## config.mk

```make
export PLATFORM = sky130hd
export DESIGN_NAME = atc_front
export DESIGN_NICKNAME = d
export VERILOG_FILES = /design/src/hdl/atc_pkg.sv /design/src/hdl/atc_front.sv
export SDC_FILE = /design/constraint.sdc
export NUM_CORES = 1
export LEC_CHECK = 0
export ABC_AREA = 1
export BUFFER_PORTS_ARGS = -buffer_cell sky130_fd_sc_hd__buf_4
export CAP_MARGIN = 30
export CORE_ASPECT_RATIO = 0.6
export CORE_UTILIZATION = 40
export DETAILED_ROUTE_END_ITERATION = 10
export PLACE_DENSITY_LB_ADDON = 0.08
export SLEW_MARGIN = 20
export SYNTH_ARGS = -nofsm -noshare
export SYNTH_HDL_FRONTEND = slang
export SYNTH_SLANG_ARGS = --single-unit
export TNS_END_PERCENT = 100
```

## constraint.sdc

```tcl
create_clock -name i_clk -period 15.3 [get_ports i_clk]
set_input_delay 0 -clock i_clk [delete_from_list [all_inputs] [get_ports i_clk]]
set_output_delay 0 -clock i_clk [all_outputs]
set_load 0.01 [all_outputs]
```

## src/hdl/atc_pkg.sv

```systemverilog
// ----------------------------------------------------------------------------
// Attitude torque controller package
// Shared widths, codes and item types for the attitude torque controller.
// ----------------------------------------------------------------------------
package atc_pkg;

    localparam int AXES        = 3;
    localparam int MAT_N       = AXES * AXES;
    localparam int WORD_W      = 32;
    localparam int LIM_W       = 31;
    localparam int IDX_W       = 4;
    localparam int CFG_IDX_W   = 3;
    localparam int CFG_W       = 32;
    localparam int IN_TDATA_W  = 232;
    localparam int OUT_TDATA_W = 96;

    typedef logic signed [WORD_W-1:0] t_word;

    typedef enum logic {
        OP_COMPUTE = 1'b0,
        OP_LOAD    = 1'b1
    } t_opcode;

    typedef enum logic [CFG_IDX_W-1:0] {
        REG_CONTROL_MODE    = 3'd0,
        REG_PROP_GAIN       = 3'd1,
        REG_DERIV_GAIN      = 3'd2,
        REG_INV_ANGLE_LIMIT = 3'd3,
        REG_INV_RATE_LIMIT  = 3'd4,
        REG_JET_FORCE       = 3'd5
    } t_cfg_reg;

    typedef enum logic {
        MODE_PD          = 1'b0,
        MODE_PHASE_PLANE = 1'b1
    } t_mode;

    typedef struct packed {
        t_mode             mode;
        t_word             prop_gain;
        t_word             deriv_gain;
        logic [LIM_W-1:0]  inv_angle_limit;
        logic [LIM_W-1:0]  inv_rate_limit;
        logic [LIM_W-1:0]  jet_force;
    } t_cfg;

    typedef struct packed {
        t_opcode              op;
        t_word [AXES-1:0]     err;
        t_word [AXES-1:0]     rate;
        logic [IDX_W-1:0]     idx;
        t_word                value;
    } t_item;

    // Queue head as seen by the back end.
    typedef struct packed {
        logic  valid;
        t_item item;
    } t_queue_head;

endpackage

```

## src/hdl/atc_front.sv

```systemverilog
// ----------------------------------------------------------------------------
// Attitude torque controller front end
// Accepts input transfers, drops loads to entries that do not exist, and
// queues the rest in arrival order for the back end.
// ----------------------------------------------------------------------------
module atc_front #(
    parameter int QUEUE_DEPTH = 4
) (
    input  logic                 i_clk,
    input  logic                 i_rst_n,
    input  logic                 i_valid,
    output logic                 o_ready,
    input  atc_pkg::t_item       i_item,
    output atc_pkg::t_queue_head o_head,
    input  logic                 i_pop
);

    localparam int PTR_W = (QUEUE_DEPTH > 1) ? $clog2(QUEUE_DEPTH) : 1;
    localparam int CNT_W = $clog2(QUEUE_DEPTH + 1);

    atc_pkg::t_item   r_mem [QUEUE_DEPTH];
    logic [PTR_W-1:0] r_wptr, n_wptr;
    logic [PTR_W-1:0] r_rptr, n_rptr;
    logic [CNT_W-1:0] r_count, n_count;
    logic             drop;
    logic             push;
    logic             pop;

    // A load aimed past the last matrix entry has no effect at all.
    assign drop = (i_item.op == atc_pkg::OP_LOAD) &&
                  (i_item.idx >= atc_pkg::IDX_W'(atc_pkg::MAT_N));

    assign o_ready = (r_count != CNT_W'(QUEUE_DEPTH));
    assign push    = i_valid && o_ready && !drop;
    assign pop     = i_pop && (r_count != '0);

    assign o_head.valid = (r_count != '0);
    assign o_head.item  = r_mem[r_rptr];

    always_comb begin
        n_wptr  = r_wptr;
        n_rptr  = r_rptr;
        n_count = r_count;
        if (push) begin
            n_wptr = (r_wptr == PTR_W'(QUEUE_DEPTH - 1)) ? '0 : r_wptr + 1'b1;
        end
        if (pop) begin
            n_rptr = (r_rptr == PTR_W'(QUEUE_DEPTH - 1)) ? '0 : r_rptr + 1'b1;
        end
        if (push && !pop) begin
            n_count = r_count + 1'b1;
        end else if (pop && !push) begin
            n_count = r_count - 1'b1;
        end
    end

    always_ff @(posedge i_clk) begin
        if (!i_rst_n) begin
            r_wptr  <= '0;
            r_rptr  <= '0;
            r_count <= '0;
        end else begin
            r_wptr  <= n_wptr;
            r_rptr  <= n_rptr;
            r_count <= n_count;
        end
    end

    always_ff @(posedge i_clk) begin
        if (push) begin
            r_mem[r_wptr] <= i_item;
        end
    end

endmodule

```

* Word level (Yosys, flattened, before mapping)
Memory sizes are Yosys's and may differ from the RTL's. A register that Yosys moved wholly into a read port is not among the register bits.
Index checks and enable logic that the tools add are counted.
** Word-level totals
- Register bits after elaboration :: 7
- Bits in latches :: 0
- RAM bits :: 916
- Bits in read-only memories :: 0
- Input bits :: 233
- Word-level logic and storage cells :: 31
- Memories kept :: 1
** Operators by class
- $add $sub $neg :: 4
- Multipliers :: 0
- Div/mod/pow operators :: 0
- Magnitude comparators :: 1
- Eq/ne operators :: 3
- Shift-type cells :: 0
- Mux-type cells :: 8
- Bitwise gates (word level) :: 0
- Reductions and logical operators :: 11
** Memory list
- r_mem :: words 4, width 229, read ports 1, clocked after Yosys merged registers in 1, wr ports 1, RTL line atc_front.sv:21 : atc_pkg::t_item r_mem [QUEUE_DEPTH];
** Operators with widths (number)
- 2-to-1 mux 2 bit :: 4
- logical AND 1 bit :: 6
- 2-to-1 mux 3 bit :: 2
- adder 2 x 1 -> 2 bit, second input constant :: 2
- equality test 2 bit, second input constant :: 2
- >= comparator 4 bit, second input constant :: 1
- adder 3 x 1 -> 3 bit, second input constant :: 1
- logical NOT 1 bit :: 3
- inequality test 3 bit, second input constant :: 1
- nonzero test 3 bit :: 1
- subtractor 3 x 1 -> 3 bit, second input constant :: 1
- 2-to-1 mux 1 bit :: 2
- nonzero test 2 bit :: 1

* Logic depth before layout (Yosys ltp)
Gate-level depths: netlist of run 1.
- Word-level depth :: 8
- Depth in mapped cells :: 13
- Mapped depth without buffers :: 13

* Worst setup path before layout of run 1
OpenSTA, ideal clock, no wires.
- Path type :: register to register
- Start point :: reg r_count[0]
- End point :: mem r_mem[0][0] in the netlist's numbering, enable pin
- Data arrival time :: 10.248 ns
- Setup slack :: 4.228 ns
- Cell stages (with the launch flop) :: 5
- Buffers on the path :: 0
- Clock period less this slack :: 11.072 ns
- Cells stage by stage :: dfxtp_1 > nor2_1 > a21oi_1 > nand2_1 > nor2_1
** Between the ends
- Cells in the longest elaborated chain, start to end :: 5
** Ends and longest elaborated chain
- start, declared :: RTL line atc_front.sv:24 : logic [CNT_W-1:0] r_count, n_count;
- start signal, assigned :: RTL line atc_front.sv:65 : r_count <= n_count;
- inequality test 3 bit :: RTL line atc_front.sv:33 : assign o_ready = (r_count != CNT_W'(QUEUE_DEPTH));
- logical AND 1 bit (2 in a row) :: RTL line atc_front.sv:34 : assign push = i_valid && o_ready && !drop;
- 2-to-1 mux 1 bit :: RTL line atc_front.sv:70 : if (push) begin
- 2-to-1 mux 1 bit (implied by the code) :: RTL line atc_front.sv:71 : r_mem[r_wptr] <= i_item;
- end, declared :: RTL line atc_front.sv:21
Every way passes these cells.

==> metrics list, run 1 <==
* Master cell of the clock root buffer: sky130_fd_sc_hd__clkbuf_16
- The critical path is of the flop to primary output type.
- Critical Path AT: 3720 ps
* Count of unresolved DRC violations after routing: 0
- Summing all flip-flop and latch instances after layout gives 0.02769 sq mm.
- Largest fanout of any net on the critical path: 183
- Global-route congestion overflow total: 0
- Vias in the first global route: 20,836
- Floorplan Core Area: 0.08423 sq mm
* Worst setup path endpoint: o_head[111]
- Syn avg cell area: 15.05 sq um
- The cell area that synthesis handed to floorplanning was 0.03438 sq mm.
- Remaining antenna violation count after routing: 0
* Vertical extent of the die: 229.1 microns
- Flip-flop and latch count after synthesis: 925
* Worst-case clock skew: 11.54 ps
- Across all register-to-register paths, the minimum setup slack is 11,710 ps.
* Crit path largest cell delay: 720 ps
- Number of antenna violations at the first check in global routing: 3
* Proportion of synthesized flip-flops having asynchronous set or reset: 0%
* Final TNS setup: 0 ps
* H-tree lvl count: 3
- Leading cell types by total area after synthesis: sky130_fd_sc_hd__edfxtp_1 (80%), sky130_fd_sc_hd__o21ai_0 (6.1%), sky130_fd_sc_hd__nor2_1 (5.2%), sky130_fd_sc_hd__o22ai_1 (4.2%), sky130_fd_sc_hd__buf_6 (1.0%)
- Most area-hungry cell type in the Yosys netlist: sky130_fd_sc_hd__edfxtp_1
* Share of cells above drive strength 1: 20.96%
* Run status: complete, no violations
- Distinct cell type count after synthesis: 20
* Die footprint: 0.08717 sq mm
- CP cell instances: clkinv_8 -> buf_4 -> buf_16 -> buf_4 -> o21ai_0 -> o22ai_1 -> buf_4
- The number of nets handed over by synthesis was 2,525.
- For this run, the number of Yosys warnings is 0.
- Count of final max-slew check failures: 0
- Buffers inserted during clock tree synthesis total 88.
- Power density relative to cell area: 157.2 mW/mm^2
* Cell leakage power: 15.32 nW
* Critical Path Start Type: flop
- After floorplanning, the core was divided into 82 placement rows.
- Max Fclk: 268.6 MHz
* Synthesis-to-layout area growth: 28.21%
- Reg2reg end: r_mem[1][90]
- Most frequent cells after synthesis: sky130_fd_sc_hd__edfxtp_1 (916), sky130_fd_sc_hd__nor2_1 (473), sky130_fd_sc_hd__o21ai_0 (420)
- Global routing used 19.17% of the available tracks across all layers.
- The hold violation total from the final report is 0.
* Share of the synthesized area in the top cell type: 80.00%
- The filler cells instantiated in the layout total 6,973.
- Time the final worst path needs with I/O delays and setup: 3724 ps
- Most common cell in the netlist: sky130_fd_sc_hd__edfxtp_1
- Ports placed on the boundary: 464
- After clock tree synthesis, the clock-pin slew on the worst setup and hold paths is 60 ps.
- Vias after detailed routing: 21,130
- Headroom to the max-slew limit came out at 33.51%.
- Number of input and output port buffers inserted: 463
* Most common flop cell mapped by yosys: sky130_fd_sc_hd__edfxtp_1
- The final layout contains 3,198 nets.
- Across the run, the number of max-cap violations was 0.
* Worst-Skew Late Latency: 660 ps
- Dominant cell type by count on the critical path: sky130_fd_sc_hd__buf_4
- The congestion estimate from routability-driven global placement came to 0.7570.
* RSZ-0062 raised after global routing: false
* Type of the worst min-delay path: input pin to flop
- For the pin with the worst max-slew slack, the measured transition is 997.3 ps.
- Detailed placement ended at an HPWL of 46,780 microns.
- Once placement completed, the tool counted placed cells totaling 3,763.
- Post-synthesis sequential area ratio: 80.53%
- Synthesis produced a netlist whose cell count is 2,285.
* Aggregate routed wire length: 84,760 microns
- Count of TritonRoute iterations in the first routing pass: 5
- VDD sags by at most 0.1291 mV.
* Wire length of the first global-routing pass: 128,100 microns
- Counting flops with a built-in enable in the synthesized netlist gives 916.
* Logic depth of the worst register-to-register path: 6
- Entering global routing, the biggest net connects 184 pins.
- Average routed wire per standard cell: 20.34 microns
- Endpoint required time on the critical path: 15,300 ps
- After the first detailed-routing iteration, the DRC count stood at 1,196.
- CTS tree: built
- CTS Buffer Depth: 3
* Effective utilization at floorplan: 40.82%
- Non-filler cells, final: 4,167
- Setup violations remaining at the end of the flow were counted as 0.
* Die W: 380.5 microns
- The worst setup path is captured at a primary output.
- After layout, the worst path uses 24.34% of the clock period.
- After detailed routing, the number of vias per cell comes to 5.071.
- Slowest cell on the critical path: sky130_fd_sc_hd__buf_4
* Overall power consumption: 6.931 mW
* Number of sinks handled by clock tree synthesis: 925
- Startpoint of the lowest-slack register-to-register path: r_count[0]
- The multi-input combinational cells in the finished layout cover a total of 0.005736 sq mm.
-- cells by family after synthesis --
family                   count (synthesis)  share of synthesized area [%]
AND/OR/NAND/NOR                        491                          5.371
adder cells (fa/ha/maj)                  7                         0.2766
buffers and inverters                  168                          2.879
flip-flops                             925                          80.53
XOR/XNOR                                 1                        0.02548
AO/OA/AOI/OAI                          693                          10.92
-- cell type report --
cell class              count  area share [%]
flip-flops and latches    925           62.83
repair buffers            734           14.38
multi-input cells        1192           13.01
clock buffers             111           5.191
well taps                1134           3.219
clock inverters            50           1.167
inverters                  17          0.1845
diodes                      4         0.02271
-- registers in the layout, summed over array words and instances, names as in the netlist, named ones only --
register / flops
r_count: 3
r_mem: 916
r_rptr: 2
r_wptr: 2
-- metal layers --
layer | part of all wire [%] | global-route usage [%] | vias up
li1 | - | - | 10034
met1 | 43 | 24.67 | 10473
met2 | 50 | 32.39 | 499
met3 | 5.4 | 4.611 | 124
met4 | 2.3 | 5.242 | 0
met5 | 0 | 0 | -
-- stage by stage --
step / worst slack, ps / cell area [sq um] / hold WS, ps / util (%)
3_5_place_dp: 11480 / 38740 / 203.1 / 46.00
6_report: 11580 / 44080 / 81.81 / 52.33
4_1_cts: 10740 / 43860 / 23.81 / 52.07
3_3_place_gp: 11590 / 38620 / 198.2 / 45.85
2_1_floorplan: 4228 / 34380 / 98.87 / -
5_1_grt: 11190 / 44070 / 39.96 / 52.32
-- how the worst min path moves through the flow --
| stage | depth (start not counted) | startpoint | end |
|---|---|---|---|
| 2_1_floorplan | 0 | i_item[0] | r_mem[0][0] |
| 3_3_place_gp | 1 | i_item[192] | r_mem[0][192] |
| 3_5_place_dp | 1 | i_item[128] | r_mem[1][128] |
| 4_1_cts | 2 | i_item[18] | r_mem[2][18] |
| 5_1_grt | 2 | i_item[11] | r_mem[1][11] |
| 6_report | 2 | i_item[96] | r_mem[1][96] |
-- what timing repair did --
item | in CTS | in global routing
setup endpoints to repair | 0 | 0
setup buffers | 0 | 0
endpoints found under the hold margin | 925 | 0
hold buffers | 231 | 0
gates resized for setup | 0 | 0
-- worst max-delay path, delay by kind of cell, from the launching register on --
| kind | cells | cell delay, ps |
|---|---|---|
| compound gates | 2 | 440 |
| buf+inv | 5 | 2050 |
| flops | 1 | 450 |
-- layout by cell type (no fill, tap or decap), types with 15 or more instances in the layout --
| cell type | n |
|---|---|
| sky130_fd_sc_hd__o22ai_1 | 229 |
| sky130_fd_sc_hd__nor2_1 | 469 |
| sky130_fd_sc_hd__inv_1 | 15 |
| sky130_fd_sc_hd__clkbuf_1 | 23 |
| sky130_fd_sc_hd__edfxtp_1 | 916 |
| sky130_fd_sc_hd__dlygate4sd3_1 | 231 |
| sky130_fd_sc_hd__nand2_1 | 15 |
| sky130_fd_sc_hd__o21ai_1 | 40 |
| sky130_fd_sc_hd__clkbuf_16 | 88 |
| sky130_fd_sc_hd__buf_4 | 489 |
| sky130_fd_sc_hd__o21ai_0 | 420 |
-- report_power, final --
part           internal, mW  switching [mW]
logic                 0.675            1.06
clock network          1.20           0.928
registers              3.02          0.0504
Power figures use the tool's default switching activity.
==> run 2, diff against run 1 <==
clock period = 3.5 ns   (was 15.3 ns; I/O delays follow)
==> run 2 against run 1 <==
Flip-flop and latch count is the same. Combinational power rose to 4.4 times the previous value. Critical path type unchanged. Sequential power increased to 4.4 times the previous value. Highest routed layer is now met5.
==> metrics list, run 2 (synthesis results as in run 1) <==
- The critical path is of the flop to primary output type.
- The library cells used most frequently in the layout, excluding fill and tap cells, are sky130_fd_sc_hd__edfxtp_1 (916), sky130_fd_sc_hd__buf_4 (482), sky130_fd_sc_hd__nor2_1 (468).
- Largest fanout of any net on the critical path: 74 (-60%)
* Setup slack, reg-to-reg: 1260 ps (-10,450 ps)
- The setup skew after layout came to 16.20 ps (+4.652 ps).
* Register with the most flip-flops: r_mem
* Drt first-iter violations: 1,243 (+3.9%)
- The clock edge transition at the registers on the reported setup and hold paths was 60 ps (about the same).
- The count of input and output buffers came to 463 (unchanged).
- GPL Wtd Cong: 0.7487 (-1.1%)
* Die footprint: 0.08717 sq mm (unchanged)
- The largest registers in the layout are r_mem: 916 flops, r_count: 3 flops.
* H-tree lvl count: 3 (unchanged)
- Aggregate routed wire length: 85,280 microns (+0.61%)
* Vias in the first global route: 21,136 (+1.4%)
- The areal power density over the cells is 680.6 mW/mm^2 (+330%).
* Share of the core filled with cells in the final layout: 52.15% (-0.18 points)
- Master cell of the clock root buffer: sky130_fd_sc_hd__clkbuf_16
- The maximum buffer depth of the clock tree is 3 (unchanged).
- The signal on the critical path passes through buf_4 -> buf_4 -> o21ai_0 -> o22ai_1 -> buf_4.
- Ports placed on the boundary: 464 (unchanged)
- CTS tree: built
- The net count of the finished layout is 3,198 (unchanged).
* Number of hold violations in the final report: 0 (unchanged)
- The number of pins exceeding their max-slew limit in the final report is 0 (unchanged).
- Maximum number of pins on one net before global-route repair: 174 (-5.4%)
* Count of unresolved DRC violations after routing: 0 (unchanged)
- VDD IR max: 0.4554 mV (+250%)
- The largest incremental delay on the critical path was 680 ps (-40 ps).
* Overall fraction of global-route tracks in use: 19.20% (+0.038 points)
* Hold Path Origin: i_item[184]
- Most common library cell in the layout ignoring fill and taps: sky130_fd_sc_hd__edfxtp_1
* Effective utilization at floorplan: 40.82% (unchanged)
- Dpl cell area: 0.03894 sq mm (+0.50%)
* Share of cells above drive strength 1: 20.81% (-0.15 points)
- Derived from the worst setup path, the maximum achievable clock frequency is 344.7 MHz.
* Setup ws final: 599.3 ps (-10,980 ps)
- Floorplan Core Area: 0.08423 sq mm (unchanged)
- Count of final setup violators: 0 (unchanged)
- Setup repair after global routing left no endpoint under its margin.
- Number of rows in the core area: 82 (unchanged)
- The average via count per standard cell came to 5.083 (+0.23%).
* Average routed wire per standard cell: 20.49 microns (+0.75%)
- The detailed-router iteration count before antenna repair is 5 (unchanged).
* Dominant cell type by count on the critical path: sky130_fd_sc_hd__buf_4
- Critical path endpoint category: primary output
* Worst hold slack: 86.18 ps (+4.370 ps)
- The post-route cell area came to 0.04393 sq mm (-0.35%).
- Reg2reg end: r_wptr[0]
* Hold worst-path end: r_mem[3][184]
* Critical Path AT: 2900 ps (-820 ps)
- The filler cell count in the final layout came to 7,051 (+1.1%).
* Run status: complete, no violations
- Measured slew at the worst slew-check pin: 1025 ps (+27.99 ps)
- Global-route congestion overflow total: 0 (unchanged)
- The number of flip-flops in the largest register was 916 (unchanged).
* Die W: 380.5 microns (unchanged)
- The power after layout is 29.90 mW (+330%).
- Vias after detailed routing: 21,149 (+0.090%)
- Post-placement cell count: 3,769 (+0.16%)
- The number of max-cap violations is 0 (unchanged).
- Final worst-path cycle share: 82.88%
* Non-filler cells, final: 4,161 (-0.14%)
* Hpwl dp: 47,080 microns (+0.62%)
* Cell leakage power: 15.25 nW (-0.42%)
- Remaining antenna violation count after routing: 0 (unchanged)
- Vertical extent of the die: 229.1 microns (unchanged)
* Final TNS setup: 0 ps (unchanged)
- Slowest cell on the critical path: sky130_fd_sc_hd__buf_4
- Worst max-slew margin expressed relative to the limit: 31.65% (-1.9 points)
- Type of the worst min-delay path: input pin to flop
- Total clock buffers created by CTS: 87 (-1.1%)
- Endpoint required time on the critical path: 3500 ps (-11,800 ps)
* Wire length of the first global-routing pass: 128,300 microns (+0.12%)
* Startpoint of the lowest-slack register-to-register path: r_count[1]
* Critical Path Start Type: flop
- The number of antenna violations at the first check in global routing came to 6 (+3).
- Depth of the worst hold-timing path: 2 (unchanged)
- Synthesis-to-layout area growth: 27.76%
* Cts repair resizes: 0 (unchanged)
* Number of sinks handled by clock tree synthesis: 925 (unchanged)
* Worst-Skew Late Latency: 650 ps (about the same)
- Logic depth of the worst register-to-register path: 8 (+2)
- The smallest clock period supported by the final layout is computed as 2901 ps.
- The placement-stage worst setup slack was 1264 ps (-10,220 ps).
## run 2: cell count changes in the layout (fill, tap and decap cells not counted), moves of 3 or more
cell,before,now
sky130_fd_sc_hd__buf_4,489,482
sky130_fd_sc_hd__clkinv_2,12,17
sky130_fd_sc_hd__clkinvlp_4,7,2
sky130_fd_sc_hd__buf_12,4,19
sky130_fd_sc_hd__dlygate4sd3_1,231,234
sky130_fd_sc_hd__bufinv_16,8,4
sky130_fd_sc_hd__buf_16,10,0
## run 2: area by class of cell
| cell class | instances | area [sq um] | share of cell area [%] |
|---|---|---|---|
| sequential | 925 | 27700 | 63.05 |
| timing repair buffer | 735 | 6341 | 14.44 |
| multi-input combinational | 1192 | 5741 | 13.07 |
| clock buffer | 111 | 2310 | 5.258 |
| tap | 1134 | 1419 | 3.230 |
| clock inverter | 42 | 326.6 | 0.7434 |
| inverter | 17 | 81.33 | 0.1851 |
| antenna | 5 | 12.51 | 0.02848 |
## run 2: worst max path at each step
| stage | slack, ps | startpoint | cells past startpoint | to |
|---|---|---|---|---|
| after floorplan | -1130 | r_count[0] | 4 | r_mem[0][0] |
| after global placement | 1280 | r_count[0] | 5 | r_mem[3][207] |
| after detailed placement | 1260 | r_count[0] | 5 | r_mem[3][199] |
| after CTS | 530 | flop | 5 | o_head[188] |
| after global routing | 360 | flop | 5 | o_head[188] |
| final | 600 | flop | 5 | o_head[188] |
## run 2: routing by layer
layer,wire length [microns],global-route usage (%),share of wire (%),vias up
li1,-,-,-,10003
met1,36850,25.36,43,10534
met2,41950,32.09,49,490
met3,4755,4.309,5.6,116
met4,1684,4.990,2.0,6
met5,40,0,0.047,-
## run 2: worst max-delay path, delay by kind of cell (launching register included)
kind / cells / cell delay, ps
DFF: 1 / 440
buffers and inverters: 3 / 1250
AOI/OAI and AO/OA: 2 / 500
## run 2: repair_timing
action	in CTS	in global routing
endpoints found under the hold margin	925	0
setup buffers	0	0
hold buffers	234	0
## run 2: power breakdown
part	switching, mW	leakage, nW	internal, mW
Sequential	0.203	8.43	13.2
Clock	3.96	1.29	4.96
Combinational	4.67	5.53	2.93
Total	8.83	15.3	21.1
